## src/hdl/stok_pkg.sv

```systemverilog
`timescale 1ns / 1ps
`default_nettype none
// ---------------------------------------------------------------------------
// stok_pkg
// Shared types, token codes and character helpers for the source tokenizer.
// ---------------------------------------------------------------------------
package stok_pkg;

   localparam int SOURCE_BYTES_DEF = 65536;
   localparam int KW_MAX_LEN_DEF   = 6;
   localparam int KW_CMP_LEN       = 6;
   localparam int KW_COUNT         = 13;
   localparam int QUEUE_DEPTH      = 4;
   localparam int QUEUE_PTR_W      = $clog2(QUEUE_DEPTH);
   localparam int RES_MAX          = 4;

   localparam logic [5:0] CODE_IDENT   = 6'd13;
   localparam logic [5:0] CODE_INT     = 6'd14;
   localparam logic [5:0] CODE_FLOAT   = 6'd15;
   localparam logic [5:0] CODE_ASSIGN  = 6'd16;
   localparam logic [5:0] CODE_EQ      = 6'd17;
   localparam logic [5:0] CODE_NOT     = 6'd18;
   localparam logic [5:0] CODE_NE      = 6'd19;
   localparam logic [5:0] CODE_LT      = 6'd20;
   localparam logic [5:0] CODE_LE      = 6'd21;
   localparam logic [5:0] CODE_GT      = 6'd22;
   localparam logic [5:0] CODE_GE      = 6'd23;
   localparam logic [5:0] CODE_AND     = 6'd24;
   localparam logic [5:0] CODE_OR      = 6'd25;
   localparam logic [5:0] CODE_PLUS    = 6'd26;
   localparam logic [5:0] CODE_INC     = 6'd27;
   localparam logic [5:0] CODE_ADD_EQ  = 6'd28;
   localparam logic [5:0] CODE_MINUS   = 6'd29;
   localparam logic [5:0] CODE_DEC     = 6'd30;
   localparam logic [5:0] CODE_SUB_EQ  = 6'd31;
   localparam logic [5:0] CODE_STAR    = 6'd32;
   localparam logic [5:0] CODE_SLASH   = 6'd33;
   localparam logic [5:0] CODE_PERCENT = 6'd34;
   localparam logic [5:0] CODE_LPAREN  = 6'd35;
   localparam logic [5:0] CODE_RPAREN  = 6'd36;
   localparam logic [5:0] CODE_LBRACE  = 6'd37;
   localparam logic [5:0] CODE_RBRACE  = 6'd38;
   localparam logic [5:0] CODE_SEMI    = 6'd39;
   localparam logic [5:0] CODE_COMMA   = 6'd40;
   localparam logic [5:0] CODE_UNKNOWN = 6'd41;
   localparam logic [5:0] CODE_EOF     = 6'd42;
   localparam logic [5:0] CODE_LONE    = 6'd43;
   localparam logic [5:0] NO_CODE      = 6'd63;

   localparam logic [7:0] CH_NL    = 8'h0A;
   localparam logic [7:0] CH_CR    = 8'h0D;
   localparam logic [7:0] CH_TAB   = 8'h09;
   localparam logic [7:0] CH_SPACE = 8'h20;
   localparam logic [7:0] CH_UNDER = 8'h5F;
   localparam logic [7:0] CH_DOT   = 8'h2E;
   localparam logic [7:0] CH_SLASH = 8'h2F;
   localparam logic [7:0] CH_STAR  = 8'h2A;
   localparam logic [7:0] LEN_MAX  = 8'd255;

   localparam logic [8*KW_CMP_LEN-1:0] KW_TEXT [KW_COUNT] = '{
      48'("int"), 48'("float"), 48'("bool"), 48'("void"), 48'("if"),
      48'("else"), 48'("while"), 48'("for"), 48'("return"), 48'("input"),
      48'("output"), 48'("true"), 48'("false")
   };
   localparam logic [7:0] KW_LEN [KW_COUNT] = '{
      8'd3, 8'd5, 8'd4, 8'd4, 8'd2, 8'd4, 8'd5, 8'd3, 8'd6, 8'd5, 8'd6, 8'd4, 8'd5
   };

   typedef struct packed {
      logic [5:0]  code;
      logic [15:0] line_no;
      logic [15:0] start;
      logic [7:0]  len;
      logic        err;
   } stok_result_type;

   typedef struct packed {
      stok_result_type [RES_MAX-1:0] res;
      logic [2:0]                    count;
   } stok_bundle_type;

   function automatic logic is_alpha(logic [7:0] c);
      logic [7:0] l;
      l = c | 8'h20;
      return (l >= "a") && (l <= "z");
   endfunction

   function automatic logic is_digit(logic [7:0] c);
      return (c >= "0") && (c <= "9");
   endfunction

   function automatic logic is_word(logic [7:0] c);
      return is_alpha(c) || is_digit(c) || (c == CH_UNDER);
   endfunction

   function automatic logic [5:0] op_single(logic [7:0] p);
      logic [5:0] r;
      case (p)
         "=":     r = CODE_ASSIGN;
         "!":     r = CODE_NOT;
         "<":     r = CODE_LT;
         ">":     r = CODE_GT;
         "+":     r = CODE_PLUS;
         "-":     r = CODE_MINUS;
         default: r = CODE_LONE;
      endcase
      return r;
   endfunction

   function automatic logic [5:0] op_double(logic [7:0] p, logic [7:0] c);
      logic [5:0] r;
      r = NO_CODE;
      if (c == "=") begin
         case (p)
            "=":     r = CODE_EQ;
            "!":     r = CODE_NE;
            "<":     r = CODE_LE;
            ">":     r = CODE_GE;
            "+":     r = CODE_ADD_EQ;
            "-":     r = CODE_SUB_EQ;
            default: r = NO_CODE;
         endcase
      end
      if (c == p) begin
         case (p)
            "&":     r = CODE_AND;
            "|":     r = CODE_OR;
            "+":     r = CODE_INC;
            "-":     r = CODE_DEC;
            default: ;
         endcase
      end
      return r;
   endfunction

   function automatic logic [5:0] plain_op(logic [7:0] c);
      logic [5:0] r;
      case (c)
         "*":     r = CODE_STAR;
         "%":     r = CODE_PERCENT;
         "(":     r = CODE_LPAREN;
         ")":     r = CODE_RPAREN;
         "{":     r = CODE_LBRACE;
         "}":     r = CODE_RBRACE;
         ";":     r = CODE_SEMI;
         ",":     r = CODE_COMMA;
         default: r = NO_CODE;
      endcase
      return r;
   endfunction

   // prefix: first character in the low byte
   function automatic logic [5:0] word_code(logic [8*KW_CMP_LEN-1:0] prefix,
                                            logic [7:0] len);
      logic [8*KW_CMP_LEN-1:0] acc;
      logic [5:0]              r;
      acc = '0;
      r   = CODE_IDENT;
      for (int j = 0; j < KW_CMP_LEN; j++) begin
         if (8'(j) < len) acc = {acc[8*KW_CMP_LEN-9:0], prefix[8*j +: 8]};
      end
      for (int i = KW_COUNT - 1; i >= 0; i--) begin
         if ((len == KW_LEN[i]) && (acc == KW_TEXT[i])) r = 6'(i);
      end
      return r;
   endfunction

endpackage
`default_nettype wire

```

## src/hdl/stok_if.sv

```systemverilog
`timescale 1ns / 1ps
`default_nettype none
// ---------------------------------------------------------------------------
// stok_req_if / stok_rsp_if
// Valid/ready channels for source bytes and token words.
// ---------------------------------------------------------------------------
interface stok_req_if;
   logic       valid;
   logic       ready;
   logic [7:0] ch;
   logic       final_byte;
   modport source (output valid, ch, final_byte, input ready);
   modport sink   (input valid, ch, final_byte, output ready);
endinterface

interface stok_rsp_if;
   logic        valid;
   logic        ready;
   logic [5:0]  token_code;
   logic [15:0] line_no;
   logic [15:0] start_offset;
   logic [7:0]  lexeme_len;
   logic        lexical_error;
   logic        run_end;
   modport source (output valid, token_code, line_no, start_offset, lexeme_len,
                   lexical_error, run_end, input ready);
   modport sink   (input valid, token_code, line_no, start_offset, lexeme_len,
                   lexical_error, run_end, output ready);
endinterface
`default_nettype wire

```

## src/hdl/stok_front.sv

```systemverilog
`timescale 1ns / 1ps
`default_nettype none
// ---------------------------------------------------------------------------
// stok_front
// Scanner: classifies each byte and builds the bundle of tokens it closes.
// ---------------------------------------------------------------------------
module stok_front import stok_pkg::*; #(
   parameter int SOURCE_BYTES    = SOURCE_BYTES_DEF,
   parameter int KEYWORD_MAX_LEN = KW_MAX_LEN_DEF
) (
   input  logic            clock,
   input  logic            reset,
   input  logic            in_valid,
   input  logic [7:0]      in_ch,
   input  logic            in_final,
   output logic            in_ready,
   output logic            push_valid,
   output stok_bundle_type push_bundle,
   input  logic            push_ready
);

   localparam int POS_W = $clog2(SOURCE_BYTES);
   localparam int SLOTS = 6;

   typedef enum logic [3:0] {
      M_IDLE, M_IDENT, M_INT, M_INT_DOT, M_FLOAT, M_OP, M_SLASH, M_LINE, M_BLOCK, M_STAR
   } mode_type;

   typedef struct packed {
      logic [1:0]      en;
      stok_result_type r0;
      stok_result_type r1;
   } flush_type;

   mode_type         mode_ff, mode_in;
   logic [7:0]       pend_ff, pend_in;
   logic [7:0]       len_ff, len_in;
   logic [POS_W-1:0] start_ff, start_in;
   logic [POS_W-1:0] dot_ff, dot_in;
   logic [15:0]      line_ff, line_in;
   logic [POS_W-1:0] pos_ff, pos_in;
   logic             done_ff, done_in;
   logic [7:0]       prefix_ff [KEYWORD_MAX_LEN];
   logic [7:0]       prefix_in [KEYWORD_MAX_LEN];

   logic                  accept;
   logic                  end_now;
   logic                  fin_now;
   logic                  feed_flush;
   logic                  rescan;
   logic                  line_up;
   logic                  wr_en;
   logic [7:0]            wr_idx;
   logic [5:0]            dcode;
   logic [5:0]            pcode;
   logic [8*KW_CMP_LEN-1:0] pk_ff, pk_in;
   flush_type             fl_feed, fl_fin;
   logic [SLOTS-1:0]      slot_en;
   stok_result_type       slot_val [SLOTS];
   logic [2:0]            n;
   stok_bundle_type       bundle;

   function automatic logic [15:0] ext16(logic [POS_W-1:0] p);
      logic [31:0] t;
      t = 32'(p);
      return t[15:0];
   endfunction

   function automatic logic [7:0] sat_add(logic [7:0] a, logic [1:0] k);
      logic [8:0] s;
      s = 9'(a) + 9'(k);
      return (s > 9'(LEN_MAX)) ? LEN_MAX : s[7:0];
   endfunction

   function automatic flush_type flush_out(mode_type m, logic [7:0] len,
                                           logic [15:0] st, logic [15:0] dt,
                                           logic [7:0] pend, logic [5:0] kw,
                                           logic [15:0] ln);
      flush_type  f;
      logic [5:0] sc;
      sc = op_single(pend);
      f.en = 2'b00;
      f.r0 = '{code: kw, line_no: ln, start: st, len: len, err: 1'b0};
      f.r1 = '{code: CODE_UNKNOWN, line_no: ln, start: dt, len: 8'd1, err: 1'b1};
      unique case (m)
         M_IDENT:   f.en = 2'b01;
         M_INT:     begin f.en = 2'b01; f.r0.code = CODE_INT; end
         M_INT_DOT: begin f.en = 2'b11; f.r0.code = CODE_INT; end
         M_FLOAT:   begin f.en = 2'b01; f.r0.code = CODE_FLOAT; end
         M_OP: begin
            f.en = 2'b01; f.r0.code = sc; f.r0.len = 8'd1; f.r0.err = (sc == CODE_LONE);
         end
         M_SLASH: begin f.en = 2'b01; f.r0.code = CODE_SLASH; f.r0.len = 8'd1; end
         default:   f.en = 2'b00;
      endcase
      return f;
   endfunction

   assign in_ready = push_ready;
   assign accept   = in_valid && push_ready;

   always_comb begin
      mode_in    = mode_ff;
      pend_in    = pend_ff;
      len_in     = len_ff;
      start_in   = start_ff;
      dot_in     = dot_ff;
      line_in    = line_ff;
      pos_in     = pos_ff;
      done_in    = done_ff;
      feed_flush = 1'b0;
      rescan     = 1'b0;
      line_up    = 1'b0;
      wr_en      = 1'b0;
      wr_idx     = len_ff;
      slot_en    = '0;
      for (int s = 0; s < SLOTS; s++) slot_val[s] = '0;
      end_now = (in_ch == 8'd0) || (32'(pos_ff) >= 32'(SOURCE_BYTES - 1));
      fin_now = end_now || in_final;
      dcode   = op_double(pend_ff, in_ch);
      pcode   = plain_op(in_ch);

      for (int k = 0; k < KW_CMP_LEN; k++) pk_ff[8*k +: 8] = prefix_ff[k];
      fl_feed = flush_out(mode_ff, len_ff, ext16(start_ff), ext16(dot_ff), pend_ff,
                          word_code(pk_ff, len_ff), line_ff);

      if (!end_now) begin
         pos_in = pos_ff + 1'b1;
         unique case (mode_ff)
            M_IDENT: begin
               if (is_word(in_ch)) begin
                  wr_en  = (32'(len_ff) < 32'(KEYWORD_MAX_LEN));
                  len_in = sat_add(len_ff, 2'd1);
               end else begin
                  feed_flush = 1'b1; rescan = 1'b1;
               end
            end
            M_INT: begin
               if (is_digit(in_ch)) len_in = sat_add(len_ff, 2'd1);
               else if (in_ch == CH_DOT) begin
                  dot_in = pos_ff; mode_in = M_INT_DOT;
               end else begin
                  feed_flush = 1'b1; rescan = 1'b1;
               end
            end
            M_INT_DOT: begin
               if (is_digit(in_ch)) begin
                  len_in = sat_add(len_ff, 2'd2); mode_in = M_FLOAT;
               end else begin
                  feed_flush = 1'b1; rescan = 1'b1;
               end
            end
            M_FLOAT: begin
               if (is_digit(in_ch)) len_in = sat_add(len_ff, 2'd1);
               else begin
                  feed_flush = 1'b1; rescan = 1'b1;
               end
            end
            M_OP: begin
               if (dcode != NO_CODE) begin
                  slot_en[2]  = 1'b1;
                  slot_val[2] = '{code: dcode, line_no: line_ff, start: ext16(start_ff),
                                  len: 8'd2, err: 1'b0};
                  mode_in     = M_IDLE;
               end else begin
                  feed_flush = 1'b1; rescan = 1'b1;
               end
            end
            M_SLASH: begin
               if (in_ch == CH_SLASH) mode_in = M_LINE;
               else if (in_ch == CH_STAR) mode_in = M_BLOCK;
               else begin
                  feed_flush = 1'b1; rescan = 1'b1;
               end
            end
            M_LINE: begin
               if (in_ch == CH_NL) begin
                  line_up = 1'b1; mode_in = M_IDLE;
               end
            end
            M_BLOCK: begin
               if (in_ch == CH_NL) line_up = 1'b1;
               else if (in_ch == CH_STAR) mode_in = M_STAR;
            end
            M_STAR: begin
               if (in_ch == CH_SLASH) mode_in = M_IDLE;
               else if (in_ch != CH_STAR) begin
                  line_up = (in_ch == CH_NL); mode_in = M_BLOCK;
               end
            end
            default: rescan = 1'b1;
         endcase

         if (feed_flush) begin
            slot_en[1:0] = fl_feed.en;
            slot_val[0]  = fl_feed.r0;
            slot_val[1]  = fl_feed.r1;
         end

         if (rescan) begin
            mode_in = M_IDLE;
            if (in_ch == CH_NL) line_up = 1'b1;
            else if (!(in_ch == CH_SPACE || in_ch == CH_CR || in_ch == CH_TAB)) begin
               start_in = pos_ff;
               if (is_alpha(in_ch) || in_ch == CH_UNDER) begin
                  mode_in = M_IDENT; len_in = 8'd1; wr_en = 1'b1; wr_idx = 8'd0;
               end else if (is_digit(in_ch)) begin
                  mode_in = M_INT; len_in = 8'd1;
               end else if (in_ch == CH_SLASH) begin
                  mode_in = M_SLASH;
               end else if (in_ch inside {"=", "!", "<", ">", "&", "|", "+", "-"}) begin
                  mode_in = M_OP; pend_in = in_ch;
               end else begin
                  slot_en[2]  = 1'b1;
                  slot_val[2] = '{code: (pcode != NO_CODE) ? pcode : CODE_UNKNOWN,
                                  line_no: line_ff, start: ext16(pos_ff), len: 8'd1,
                                  err: (pcode == NO_CODE)};
               end
            end
         end

         if (line_up && line_ff != 16'hFFFF) line_in = line_ff + 16'd1;
      end

      for (int k = 0; k < KEYWORD_MAX_LEN; k++) begin
         prefix_in[k] = prefix_ff[k];
         if (wr_en && wr_idx == 8'(k)) prefix_in[k] = in_ch;
      end
      for (int k = 0; k < KW_CMP_LEN; k++) pk_in[8*k +: 8] = prefix_in[k];
      fl_fin = flush_out(mode_in, len_in, ext16(start_in), ext16(dot_in), pend_in,
                         word_code(pk_in, len_in), line_in);

      if (fin_now) begin
         slot_en[4:3] = fl_fin.en;
         slot_val[3]  = fl_fin.r0;
         slot_val[4]  = fl_fin.r1;
         slot_en[5]   = 1'b1;
         slot_val[5]  = '{code: CODE_EOF, line_no: line_in,
                          start: end_now ? ext16(pos_ff) : ext16(pos_ff + 1'b1),
                          len: 8'd0, err: 1'b0};
         mode_in = M_IDLE;
         done_in = 1'b1;
      end

      if (done_ff) slot_en = '0;

      n      = 3'd0;
      bundle = '0;
      for (int s = 0; s < SLOTS; s++) begin
         if (slot_en[s] && n < 3'(RES_MAX)) begin
            bundle.res[n[1:0]] = slot_val[s];
            n = n + 3'd1;
         end
      end
      bundle.count = n;
   end

   assign push_valid  = accept && (n != 3'd0);
   assign push_bundle = bundle;

   always_ff @(posedge clock) begin
      if (reset) begin
         mode_ff  <= M_IDLE;
         pend_ff  <= '0;
         len_ff   <= '0;
         start_ff <= '0;
         dot_ff   <= '0;
         line_ff  <= 16'd1;
         pos_ff   <= '0;
         done_ff  <= 1'b0;
      end else if (accept && !done_ff) begin
         mode_ff  <= mode_in;
         pend_ff  <= pend_in;
         len_ff   <= len_in;
         start_ff <= start_in;
         dot_ff   <= dot_in;
         line_ff  <= line_in;
         pos_ff   <= pos_in;
         done_ff  <= done_in;
      end
   end

   always_ff @(posedge clock) begin
      if (accept && !done_ff) prefix_ff <= prefix_in;
   end

endmodule
`default_nettype wire

```

## src/hdl/stok_fifo.sv

```systemverilog
`timescale 1ns / 1ps
`default_nettype none
// ---------------------------------------------------------------------------
// stok_fifo
// Short queue of token bundles between scanner and output serializer.
// ---------------------------------------------------------------------------
module stok_fifo import stok_pkg::*; (
   input  logic            clock,
   input  logic            reset,
   input  logic            push_valid,
   input  stok_bundle_type push_bundle,
   output logic            push_ready,
   output logic            head_valid,
   output stok_bundle_type head_bundle,
   input  logic            pop
);

   stok_bundle_type        mem_ff [QUEUE_DEPTH];
   logic [QUEUE_PTR_W-1:0] wr_ff, wr_in;
   logic [QUEUE_PTR_W-1:0] rd_ff, rd_in;
   logic [QUEUE_PTR_W:0]   cnt_ff, cnt_in;
   logic                   do_push;
   logic                   do_pop;

   assign push_ready  = (cnt_ff < (QUEUE_PTR_W+1)'(QUEUE_DEPTH));
   assign head_valid  = (cnt_ff != '0);
   assign head_bundle = mem_ff[rd_ff];
   assign do_push     = push_valid && push_ready;
   assign do_pop      = pop && head_valid;

   always_comb begin
      wr_in  = do_push ? wr_ff + 1'b1 : wr_ff;
      rd_in  = do_pop ? rd_ff + 1'b1 : rd_ff;
      cnt_in = cnt_ff + (QUEUE_PTR_W+1)'(do_push) - (QUEUE_PTR_W+1)'(do_pop);
   end

   always_ff @(posedge clock) begin
      if (reset) begin
         wr_ff  <= '0;
         rd_ff  <= '0;
         cnt_ff <= '0;
      end else begin
         wr_ff  <= wr_in;
         rd_ff  <= rd_in;
         cnt_ff <= cnt_in;
      end
   end

   always_ff @(posedge clock) begin
      if (do_push) mem_ff[wr_ff] <= push_bundle;
   end

endmodule
`default_nettype wire

```

## src/hdl/stok_back.sv

```systemverilog
`timescale 1ns / 1ps
`default_nettype none
// ---------------------------------------------------------------------------
// stok_back
// Serializer: sends the tokens of the head bundle one word at a time.
// ---------------------------------------------------------------------------
module stok_back import stok_pkg::*; (
   input  logic            clock,
   input  logic            reset,
   input  logic            head_valid,
   input  stok_bundle_type head_bundle,
   output logic            pop,
   stok_rsp_if.source      rsp_if
);

   logic [1:0]      idx_ff, idx_in;
   logic            last;
   logic            take;
   stok_result_type cur;

   assign cur  = head_bundle.res[idx_ff];
   assign last = ({1'b0, idx_ff} + 3'd1) == head_bundle.count;
   assign take = head_valid && rsp_if.ready;
   assign pop  = take && last;

   assign rsp_if.valid         = head_valid;
   assign rsp_if.token_code    = cur.code;
   assign rsp_if.line_no       = cur.line_no;
   assign rsp_if.start_offset  = cur.start;
   assign rsp_if.lexeme_len    = cur.len;
   assign rsp_if.lexical_error = cur.err;
   assign rsp_if.run_end       = last;

   always_comb begin
      idx_in = idx_ff;
      if (take) idx_in = last ? 2'd0 : idx_ff + 2'd1;
   end

   always_ff @(posedge clock) begin
      if (reset) begin
         idx_ff <= '0;
      end else begin
         idx_ff <= idx_in;
      end
   end

endmodule
`default_nettype wire

```

## src/hdl/source_tokenizer.sv

```systemverilog
`timescale 1ns / 1ps
`default_nettype none
// ---------------------------------------------------------------------------
// source_tokenizer
// Streaming lexer for a small C-like language: bytes in, token words out.
// A byte's token words enter the bundle queue when the byte is taken.
// Throughput: one byte per cycle; each byte yields zero to four words sent
// one per cycle while taken, so bytes stall when the four-bundle queue fills.
// Reset: synchronous; clears scanner state, line counter to one, queue empty.
// ---------------------------------------------------------------------------
module source_tokenizer import stok_pkg::*; #(
   parameter int SOURCE_BYTES    = SOURCE_BYTES_DEF,
   parameter int KEYWORD_MAX_LEN = KW_MAX_LEN_DEF
) (
   input  logic       clock,
   input  logic       reset,
   stok_req_if.sink   req_if,
   stok_rsp_if.source rsp_if
);

   logic            push_valid;
   logic            push_ready;
   stok_bundle_type push_bundle;
   logic            head_valid;
   stok_bundle_type head_bundle;
   logic            pop;

   stok_front #(
      .SOURCE_BYTES    (SOURCE_BYTES),
      .KEYWORD_MAX_LEN (KEYWORD_MAX_LEN)
   ) u_front (
      .clock       (clock),
      .reset       (reset),
      .in_valid    (req_if.valid),
      .in_ch       (req_if.ch),
      .in_final    (req_if.final_byte),
      .in_ready    (req_if.ready),
      .push_valid  (push_valid),
      .push_bundle (push_bundle),
      .push_ready  (push_ready)
   );

   stok_fifo u_fifo (
      .clock       (clock),
      .reset       (reset),
      .push_valid  (push_valid),
      .push_bundle (push_bundle),
      .push_ready  (push_ready),
      .head_valid  (head_valid),
      .head_bundle (head_bundle),
      .pop         (pop)
   );

   stok_back u_back (
      .clock       (clock),
      .reset       (reset),
      .head_valid  (head_valid),
      .head_bundle (head_bundle),
      .pop         (pop),
      .rsp_if      (rsp_if)
   );

endmodule
`default_nettype wire

```

## src/flat_wrapper.sv

```systemverilog
// flat-port wrapper written by rule: the top's interface ports become plain ports
module source_tokenizer_flat import stok_pkg::*;
#(
   parameter int SOURCE_BYTES    = SOURCE_BYTES_DEF,
   parameter int KEYWORD_MAX_LEN = KW_MAX_LEN_DEF
)
  (clock, reset, req_if_valid, req_if_ch, req_if_final_byte, req_if_ready, rsp_if_valid, rsp_if_token_code, rsp_if_line_no, rsp_if_start_offset, rsp_if_lexeme_len, rsp_if_lexical_error, rsp_if_run_end, rsp_if_ready);
  stok_req_if req_if_i ();
  stok_rsp_if rsp_if_i ();
  input  logic clock;
  input  logic reset;
  input wire logic [$bits(req_if_i.valid)-1:0] req_if_valid;
  input wire logic [$bits(req_if_i.ch)-1:0] req_if_ch;
  input wire logic [$bits(req_if_i.final_byte)-1:0] req_if_final_byte;
  output wire logic [$bits(req_if_i.ready)-1:0] req_if_ready;
  output wire logic [$bits(rsp_if_i.valid)-1:0] rsp_if_valid;
  output wire logic [$bits(rsp_if_i.token_code)-1:0] rsp_if_token_code;
  output wire logic [$bits(rsp_if_i.line_no)-1:0] rsp_if_line_no;
  output wire logic [$bits(rsp_if_i.start_offset)-1:0] rsp_if_start_offset;
  output wire logic [$bits(rsp_if_i.lexeme_len)-1:0] rsp_if_lexeme_len;
  output wire logic [$bits(rsp_if_i.lexical_error)-1:0] rsp_if_lexical_error;
  output wire logic [$bits(rsp_if_i.run_end)-1:0] rsp_if_run_end;
  input wire logic [$bits(rsp_if_i.ready)-1:0] rsp_if_ready;
  assign req_if_i.valid = req_if_valid;
  assign req_if_i.ch = req_if_ch;
  assign req_if_i.final_byte = req_if_final_byte;
  assign req_if_ready = req_if_i.ready;
  assign rsp_if_valid = rsp_if_i.valid;
  assign rsp_if_token_code = rsp_if_i.token_code;
  assign rsp_if_line_no = rsp_if_i.line_no;
  assign rsp_if_start_offset = rsp_if_i.start_offset;
  assign rsp_if_lexeme_len = rsp_if_i.lexeme_len;
  assign rsp_if_lexical_error = rsp_if_i.lexical_error;
  assign rsp_if_run_end = rsp_if_i.run_end;
  assign rsp_if_i.ready = rsp_if_ready;
  source_tokenizer #(.SOURCE_BYTES(SOURCE_BYTES), .KEYWORD_MAX_LEN(KEYWORD_MAX_LEN)) u_core (.clock(clock), .reset(reset), .req_if(req_if_i), .rsp_if(rsp_if_i));
endmodule
```

## config.mk

```make
export PLATFORM = sky130hd
export DESIGN_NAME = source_tokenizer_flat
export DESIGN_NICKNAME = d
export VERILOG_FILES = /design/src/hdl/stok_pkg.sv /design/src/hdl/stok_if.sv /design/src/hdl/stok_front.sv /design/src/hdl/stok_fifo.sv /design/src/hdl/stok_back.sv /design/src/hdl/source_tokenizer.sv /design/src/flat_wrapper.sv
export SDC_FILE = /design/constraint.sdc
export NUM_CORES = 2
export LEC_CHECK = 0
export ABC_AREA = 1
export ABC_CLOCK_PERIOD_IN_PS = 42800
export BUFFER_PORTS_ARGS = -buffer_cell sky130_fd_sc_hd__buf_4
export CAP_MARGIN = 40
export CORE_UTILIZATION = 50
export CTS_BUF_LIST = sky130_fd_sc_hd__clkbuf_2
export DETAILED_ROUTE_END_ITERATION = 16
export GPL_TIMING_DRIVEN = 0
export PLACE_DENSITY = 0.66
export SLEW_MARGIN = 20
export SYNTH_ARGS = -nofsm -noshare
export SYNTH_HDL_FRONTEND = slang
export SYNTH_SLANG_ARGS = --single-unit
```

## constraint.sdc

```tcl
create_clock -name clock -period 42.8 [get_ports clock]
set_input_delay 2.14 -clock clock [delete_from_list [all_inputs] [get_ports clock]]
set_output_delay 2.14 -clock clock [all_outputs]
set_load 0.01 [all_outputs]
```

# Word-level counts from Yosys, hierarchy flattened

Memories as Yosys holds them, arrays and structs flattened. A register that Yosys moved wholly into a read port is not among the register bits.
Index checks and enable logic that the tools add are counted.

Flip-flop bits (word level): 142
Output and inout port bits: 50
Memories: 1
Bits in writable memories: 764
Input port bits: 13

Memories:

| name                 | depth | bits a word | read ports | clocked after Yosys merged registers in | wr ports | line            | text |
|---|---|---|---|---|---|---|---|
| u_core.u_fifo.mem_ff | 4     | 191         | 1          | 1                                       | 1        | stok_fifo.sv:18 | `stok_bundle_type mem_ff [QUEUE_DEPTH];` |

$add $sub $neg: 15
$lt $le $gt $ge: 37
Reduce and logical (&&, ||, !) cells: 76
Multiplexer cells: 201
Eq/ne operators: 102

Operators by type and width:

| cell                   | count |
|---|---|
| $bwmux W188            | 5 |
| $mux W188              | 5 |
| $mux W47               | 16 |
| $mux W48               | 10 |
| $demux W47 S2          | 5 |
| $eq A48 B31 Y1 const B | 8 |
| $eq A48 B39 Y1 const B | 8 |
| $mux W141              | 2 |
| $mux W8                | 34 |
| $eq A8 B6 Y1 const B   | 29 |
| $eq A48 B23 Y1 const B | 4 |
| $eq A48 B47 Y1 const B | 4 |
| $mux W16               | 11 |
| $mux W6                | 28 |
| $pmux W6 S6            | 3 |
| $eq A48 B15 Y1 const B | 2 |
| $bmux W47 S2           | 1 |
| $mux W94               | 1 |
| $pmux W6 S4            | 3 |
| $eq A8 B3 Y1 const B   | 8 |
| $mux W4                | 14 |
| $logic_and A1 B1 Y1    | 52 |
| $eq A8 B2 Y1 const B   | 6 |
| $eq A8 B7 Y1 const B   | 5 |
| other kinds (52)       | 167 |

# Logic depth before layout (Yosys ltp)

Depth in word-level cells: 43
Gate-level depth with buffers: 43

# Hierarchy

A second synthesis with hierarchy kept.

Cells, all modules: 5547
Area total of the unflattened synthesis: 48564.1 µm²

By module, submodules not included:

| module     | area each (µm²) | instances | cells each | sequential area each (µm²) |
|---|---|---|---|---|
| stok_fifo  | 28592.4         | 1         | 1908       | 23122.2 |
| stok_front | 18437.7         | 1         | 3340       | 3143.0 |
| stok_back  | 1534.0          | 1         | 299        | 40.0 |

# Worst setup path before layout

OpenSTA, ideal clock, no wires.

Path kind: in2reg
From: input port req_if_ch[4]
To: memory u_core.u_fifo.mem_ff[0][0] (netlist bit) (enable)
Stages on the path: 31
Library setup time: 0.746 ns
Path slack: 27.138 ns
Path buffers: 4
Data arrival time: 14.916 ns
Path through: buf_4 inv_2 nand3_1 nor2_1 nor2_2 buf_2 buf_2 buf_1 nand2_1 nor2_1 inv_1 nor2_1 inv_1 ha_1 inv_1 nor2_1 inv_2 nand2_1 inv_1 ha_1 inv_1 o21a_1 inv_1 ha_1 o21ai_0 inv_1 ha_1 o21ai_0 nand2_1 o21bai_2 nor2_1

Cells in the longest elaborated chain, start to end: 32
Elaborated cells between the ends (all ways): 115

Ends and longest elaborated chain:

| what                                          | line                                 | text |
|---|---|---|
| start, declared                               | flat_wrapper.sv:13                   | `input wire logic [$bits(req_if_i.ch)-1:0] req_if_ch;` |
| $eq A8 B6 Y1                                  | stok_pkg.sv:113, stok_front.sv:211   |  |
| $mux W6                                       | stok_pkg.sv:113                      | `if (c == "=") begin` |
| $pmux W6 S4                                   | stok_pkg.sv:125                      | `case (p)` |
| $mux W6                                       | stok_pkg.sv:124                      | `if (c == p) begin` |
| $ne A6 B6 Y1                                  | stok_front.sv:160                    | `if (dcode != NO_CODE) begin` |
| $mux W1                                       | stok_front.sv:160                    |  |
| $pmux W1 S5 / $mux W1 (equally long branches) | stok_front.sv:129                    | `unique case (mode_ff)` |
| $mux W1, on equally long branches             | stok_front.sv:127, stok_front.sv:211 |  |
| (+16 left out)                                | -                                    |  |
| $lt A3 B3 Y1                                  | stok_front.sv:250                    | `if (slot_en[s] && n < 3'(RES_MAX)) begin` |
| $logic_and A1 B1 Y1                           | stok_front.sv:250                    |  |
| $mux W3 *                                     | stok_front.sv:250                    |  |
| $reduce_bool A3 Y1 *                          | stok_front.sv:258                    | `assign push_valid = accept && (n != 3'd0);` |
| $logic_and A1 B1 Y1 *                         | stok_front.sv:258                    |  |
| $logic_and A1 B1 Y1 *                         | stok_fifo.sv:28                      | `assign do_push = push_valid && push_ready;` |
| $mux W1 *                                     | stok_fifo.sv:50                      | `if (do_push) mem_ff[wr_ff] <= push_bundle;` |
| $mux W1 (implied by the code) *               | stok_fifo.sv:50                      |  |
| end, declared                                 | stok_fifo.sv:18                      |  |

Mark *: on every way between the ends. The rest lies on a longest branch, timed or not. The select of a mux whose other input is x is not followed.

==> metrics.txt <==
Yosys cell types=77; grt ovf=0; CP delay by family, top=simple AND/OR/NAND/NOR gates; Final Hold Viols=0; TritonCTS buffer count=220; I/O Buffers=58; largest net degree at the start of global routing=52; row count=113; clk slew on worst S/H paths=0.10 ns; Starting Density=0.506; via count=45.4k; layout net count=5869; hold path start=u_core.u_fifo.rd_ff[1]; worst path bufs/invs=20; initial antenna violation count=9; final setup violation count=0; gr usage total=0.402; Comb pwr share=0.456; clock share of power=0.182; Hold WS=0.472 ns; Crit. Startpoint=u_core.u_front.pos_ff[0]; total power=3.27 mW; post-cts sizing count=0; worst skew pair latency=1.64 ns; synth warn=0; Cells after Synth=5428; Worst path max stage delay=0.71 ns; Worst path most repeated cell=inv_1; fin util=0.567; RD Place Congestion=1.07; CP Capture Type=flip-flop; Setup Skew=0.150 ns; clock buffer depth=3; H-tree depth=4; Max-Cap Viols=0; first-pass GRT wire length=285 mm; clk sinks=908; DRC viols=0; Post-DP HPWL=154 mm; Antenna Nets Post-Route=0; routed len/inst=27.5 um; Clock Tree Root=clkbuf_2; Setup Buffers After CTS=0; Post-synth EDFFs=812; Int Pwr=1.78 mW; Finished Layout Cells=7274; Critical Setup Path Class=reg2reg; RSZ-0062 raised after global routing=no; Vias/cell=6.24; Slew @ Worst Pin=1.03 ns; leakage=21.2 nW; final wirelength=200 mm; share of cells above drive strength 1=0.120; Hold Crit Class=reg2reg; Period minus WS final=10.96 ns; CP startpoint kind=flip-flop; Sw Share=0.458; Layout Area Growth over Synthesis=12.0%; VDD IR max=0.0584 mV; asr flop ratio synth=0; Seq pwr share=0.362; Max Fclk=91.2 MHz; Slew Limit Fails=0; Top FF cell, synth=edfxtp_1; sum of negative setup slack=0 ns; Die Height=313 um; Cells after DPL=6847; Mapped Nets=5474; I/O pin cnt=63; outcome=finished, final reports clean; CP max-delay cell=o21bai_2; CP Max Fanout=22; Tcrit/Tclk final=0.256; WP data arrival=12.21 ns; DIE WIDTH=313 um; Pwr Density=60.5 nW/um2; die area=97900 um2; register area share after synthesis=0.544; P_sw=1.50 mW; DR iter-0 viols=6963; core region area=95400 um2; FF-to-FF Start=u_core.u_front.pos_ff[0]; Avg Cell Area, Syn=8.91 um2; slew margin rel.=0.312; WP data required=44.05 ns; vias in the first global route=41.6k; CTS Hold Bufs=0; cell area after synthesis=48300 um2; Seq cells post-synth=908; CTS tree=yes; DRT Pass-1 Iters=8
## final timing paths
kind                                                   end  slack (ns)  cells past startpoint
worst min-delay path                             flip-flop        0.47                      2
worst max register to register  u_core.u_fifo.mem_ff[3][8]       31.84                     43
worst max-delay path            u_core.u_fifo.mem_ff[3][8]       31.84                     43
worst min register to register                   flip-flop        0.47                      2
## synthesized netlist by cell type, types with 4 or more instances
cell | instances | share of area
a21oi_1 | 178 | 0.018
a22oi_1 | 18 | 0.0028
a31oi_1 | 4 | 0.00052
buf_1 | 18 | 0.0014
buf_2 | 31 | 0.0032
buf_4 | 8 | 0.0012
buf_6 | 11 | 0.0026
clkbuf_1 | 260 | 0.020
clkinv_1 | 10 | 0.00078
dfxtp_1 | 96 | 0.040
edfxtp_1 | 812 | 0.50
ha_1 | 32 | 0.0083
inv_1 | 493 | 0.038
inv_2 | 30 | 0.0023
nand2_1 | 866 | 0.067
nand2_2 | 20 | 0.0026
nand2_4 | 6 | 0.0014
nand3_1 | 279 | 0.029
nand3b_1 | 10 | 0.0016
nand4_1 | 60 | 0.0078
nor2_1 | 725 | 0.056
nor2_2 | 16 | 0.0021
nor2_4 | 13 | 0.0030
nor3_1 | 51 | 0.0053
nor3_2 | 7 | 0.0014
nor4_1 | 19 | 0.0025
o211ai_1 | 101 | 0.016
o21a_1 | 7 | 0.0011
o21ai_0 | 742 | 0.077
o21ai_1 | 25 | 0.0026
o21ai_2 | 8 | 0.0014
o221ai_1 | 150 | 0.027
o22ai_1 | 171 | 0.022
o311ai_0 | 5 | 0.00091
o31ai_1 | 12 | 0.0019
o32ai_1 | 13 | 0.0024
or2_2 | 15 | 0.0019
xor2_1 | 44 | 0.0080
## cells in the final DEF (no fill, tap or decap), types with 16 or more instances in the layout
cell type  instances
nand2_1          866
edfxtp_1         812
o21ai_0          742
nor2_1           721
inv_1            493
clkbuf_2         330
nand3_1          279
clkbuf_1         256
a21oi_1          178
o22ai_1          171
o221ai_1         150
o211ai_1         101
dfxtp_1           96
buf_4             69
clkinv_1          66
nand4_1           60
buf_2             56
nor3_1            51
xor2_1            44
buf_6             40
ha_1              32
inv_2             30
o21ai_1           25
buf_12            22
nand2_2           20
nor4_1            19
buf_1             18
a22oi_1           18
buf_16            18
nor2_4            17
nor2_2            16
## stage by stage
step                setup WS, ns  area, um2
floorplan                  27.14      48300
global placement           17.86      50400
detailed placement         30.52      51900
CTS                        31.98      54000
global route               31.33      54100
finish                     31.84      54100
## final cells by class
class / instances / area (um2)
Clock inverter: 78 / 448
Tap cell: 1265 / 1580
Clock buffer: 327 / 1640
Multi-Input combinational cell: 3657 / 18700
Timing Repair Buffer: 173 / 2080
Sequential cell: 908 / 26300
Buffer: 328 / 1390
Inverter: 535 / 2010
Fill cell: 8857 / 41300
Antenna cell: 3 / 7.51
## cell families after synthesis
| family | after synthesis | synth area share |
|---|---|---|
| AOI/OAI and AO/OA | 1461 | 0.179 |
| xor gates and xnor gates | 48 | 0.00885 |
| adders and majority gates | 33 | 0.00870 |
| buffers and inverters | 863 | 0.0703 |
| DFF | 908 | 0.544 |
| muxes | 4 | 0.000854 |
| and+or+nand+nor | 2111 | 0.188 |
## routing by layer
metal | part of all wire | wire, um | GRT usage | vias up
met1 | 0.41 | 82600 | 0.583 | 21833
met2 | 0.41 | 82200 | 0.563 | 3053
met5 | 0.000065 | 13 | 0 | -
met4 | 0.030 | 5990 | 0.126 | 2
met3 | 0.15 | 29600 | 0.137 | 363
li1 | - | - | - | 20106
## sequential cells by signal (all words and copies together) (netlist names), 3 cells and up, named ones only
| signal | count |
|---|---|
| u_core.u_front.mode_ff | 4 |
| u_core.u_front.pend_ff | 8 |
| u_core.u_front.dot_ff | 16 |
| u_core.u_front.start_ff | 16 |
| u_core.u_front.line_ff | 16 |
| u_core.u_front.len_ff | 8 |
| u_core.u_fifo.cnt_ff | 3 |
| u_core.u_fifo.mem_ff | 764 |
| u_core.u_front.pos_ff | 16 |
| u_core.u_front.pk_ff | 48 |
## tightest hold or removal path: cells and delay by family (launching register included)
| kind | cells | cell delay [ns] |
|---|---|---|
| buffers and inverters | 1 | 0.05 |
| AO/OA/AOI/OAI | 1 | 0.07 |
| flip-flops | 1 | 0.31 |
## power by group through the flow
stage	Sequential (mW)	Clock (mW)	Combinational, mW
3_5_place_dp	1.20	0	1.43
3_3_place_gp	1.27	0	1.36
4_1_cts	1.18	0.598	1.44
5_1_grt	1.20	0.641	1.59
6_report	1.19	0.595	1.49
2_1_floorplan	1.22	0	0.822
Power figures use the tool's default switching activity.
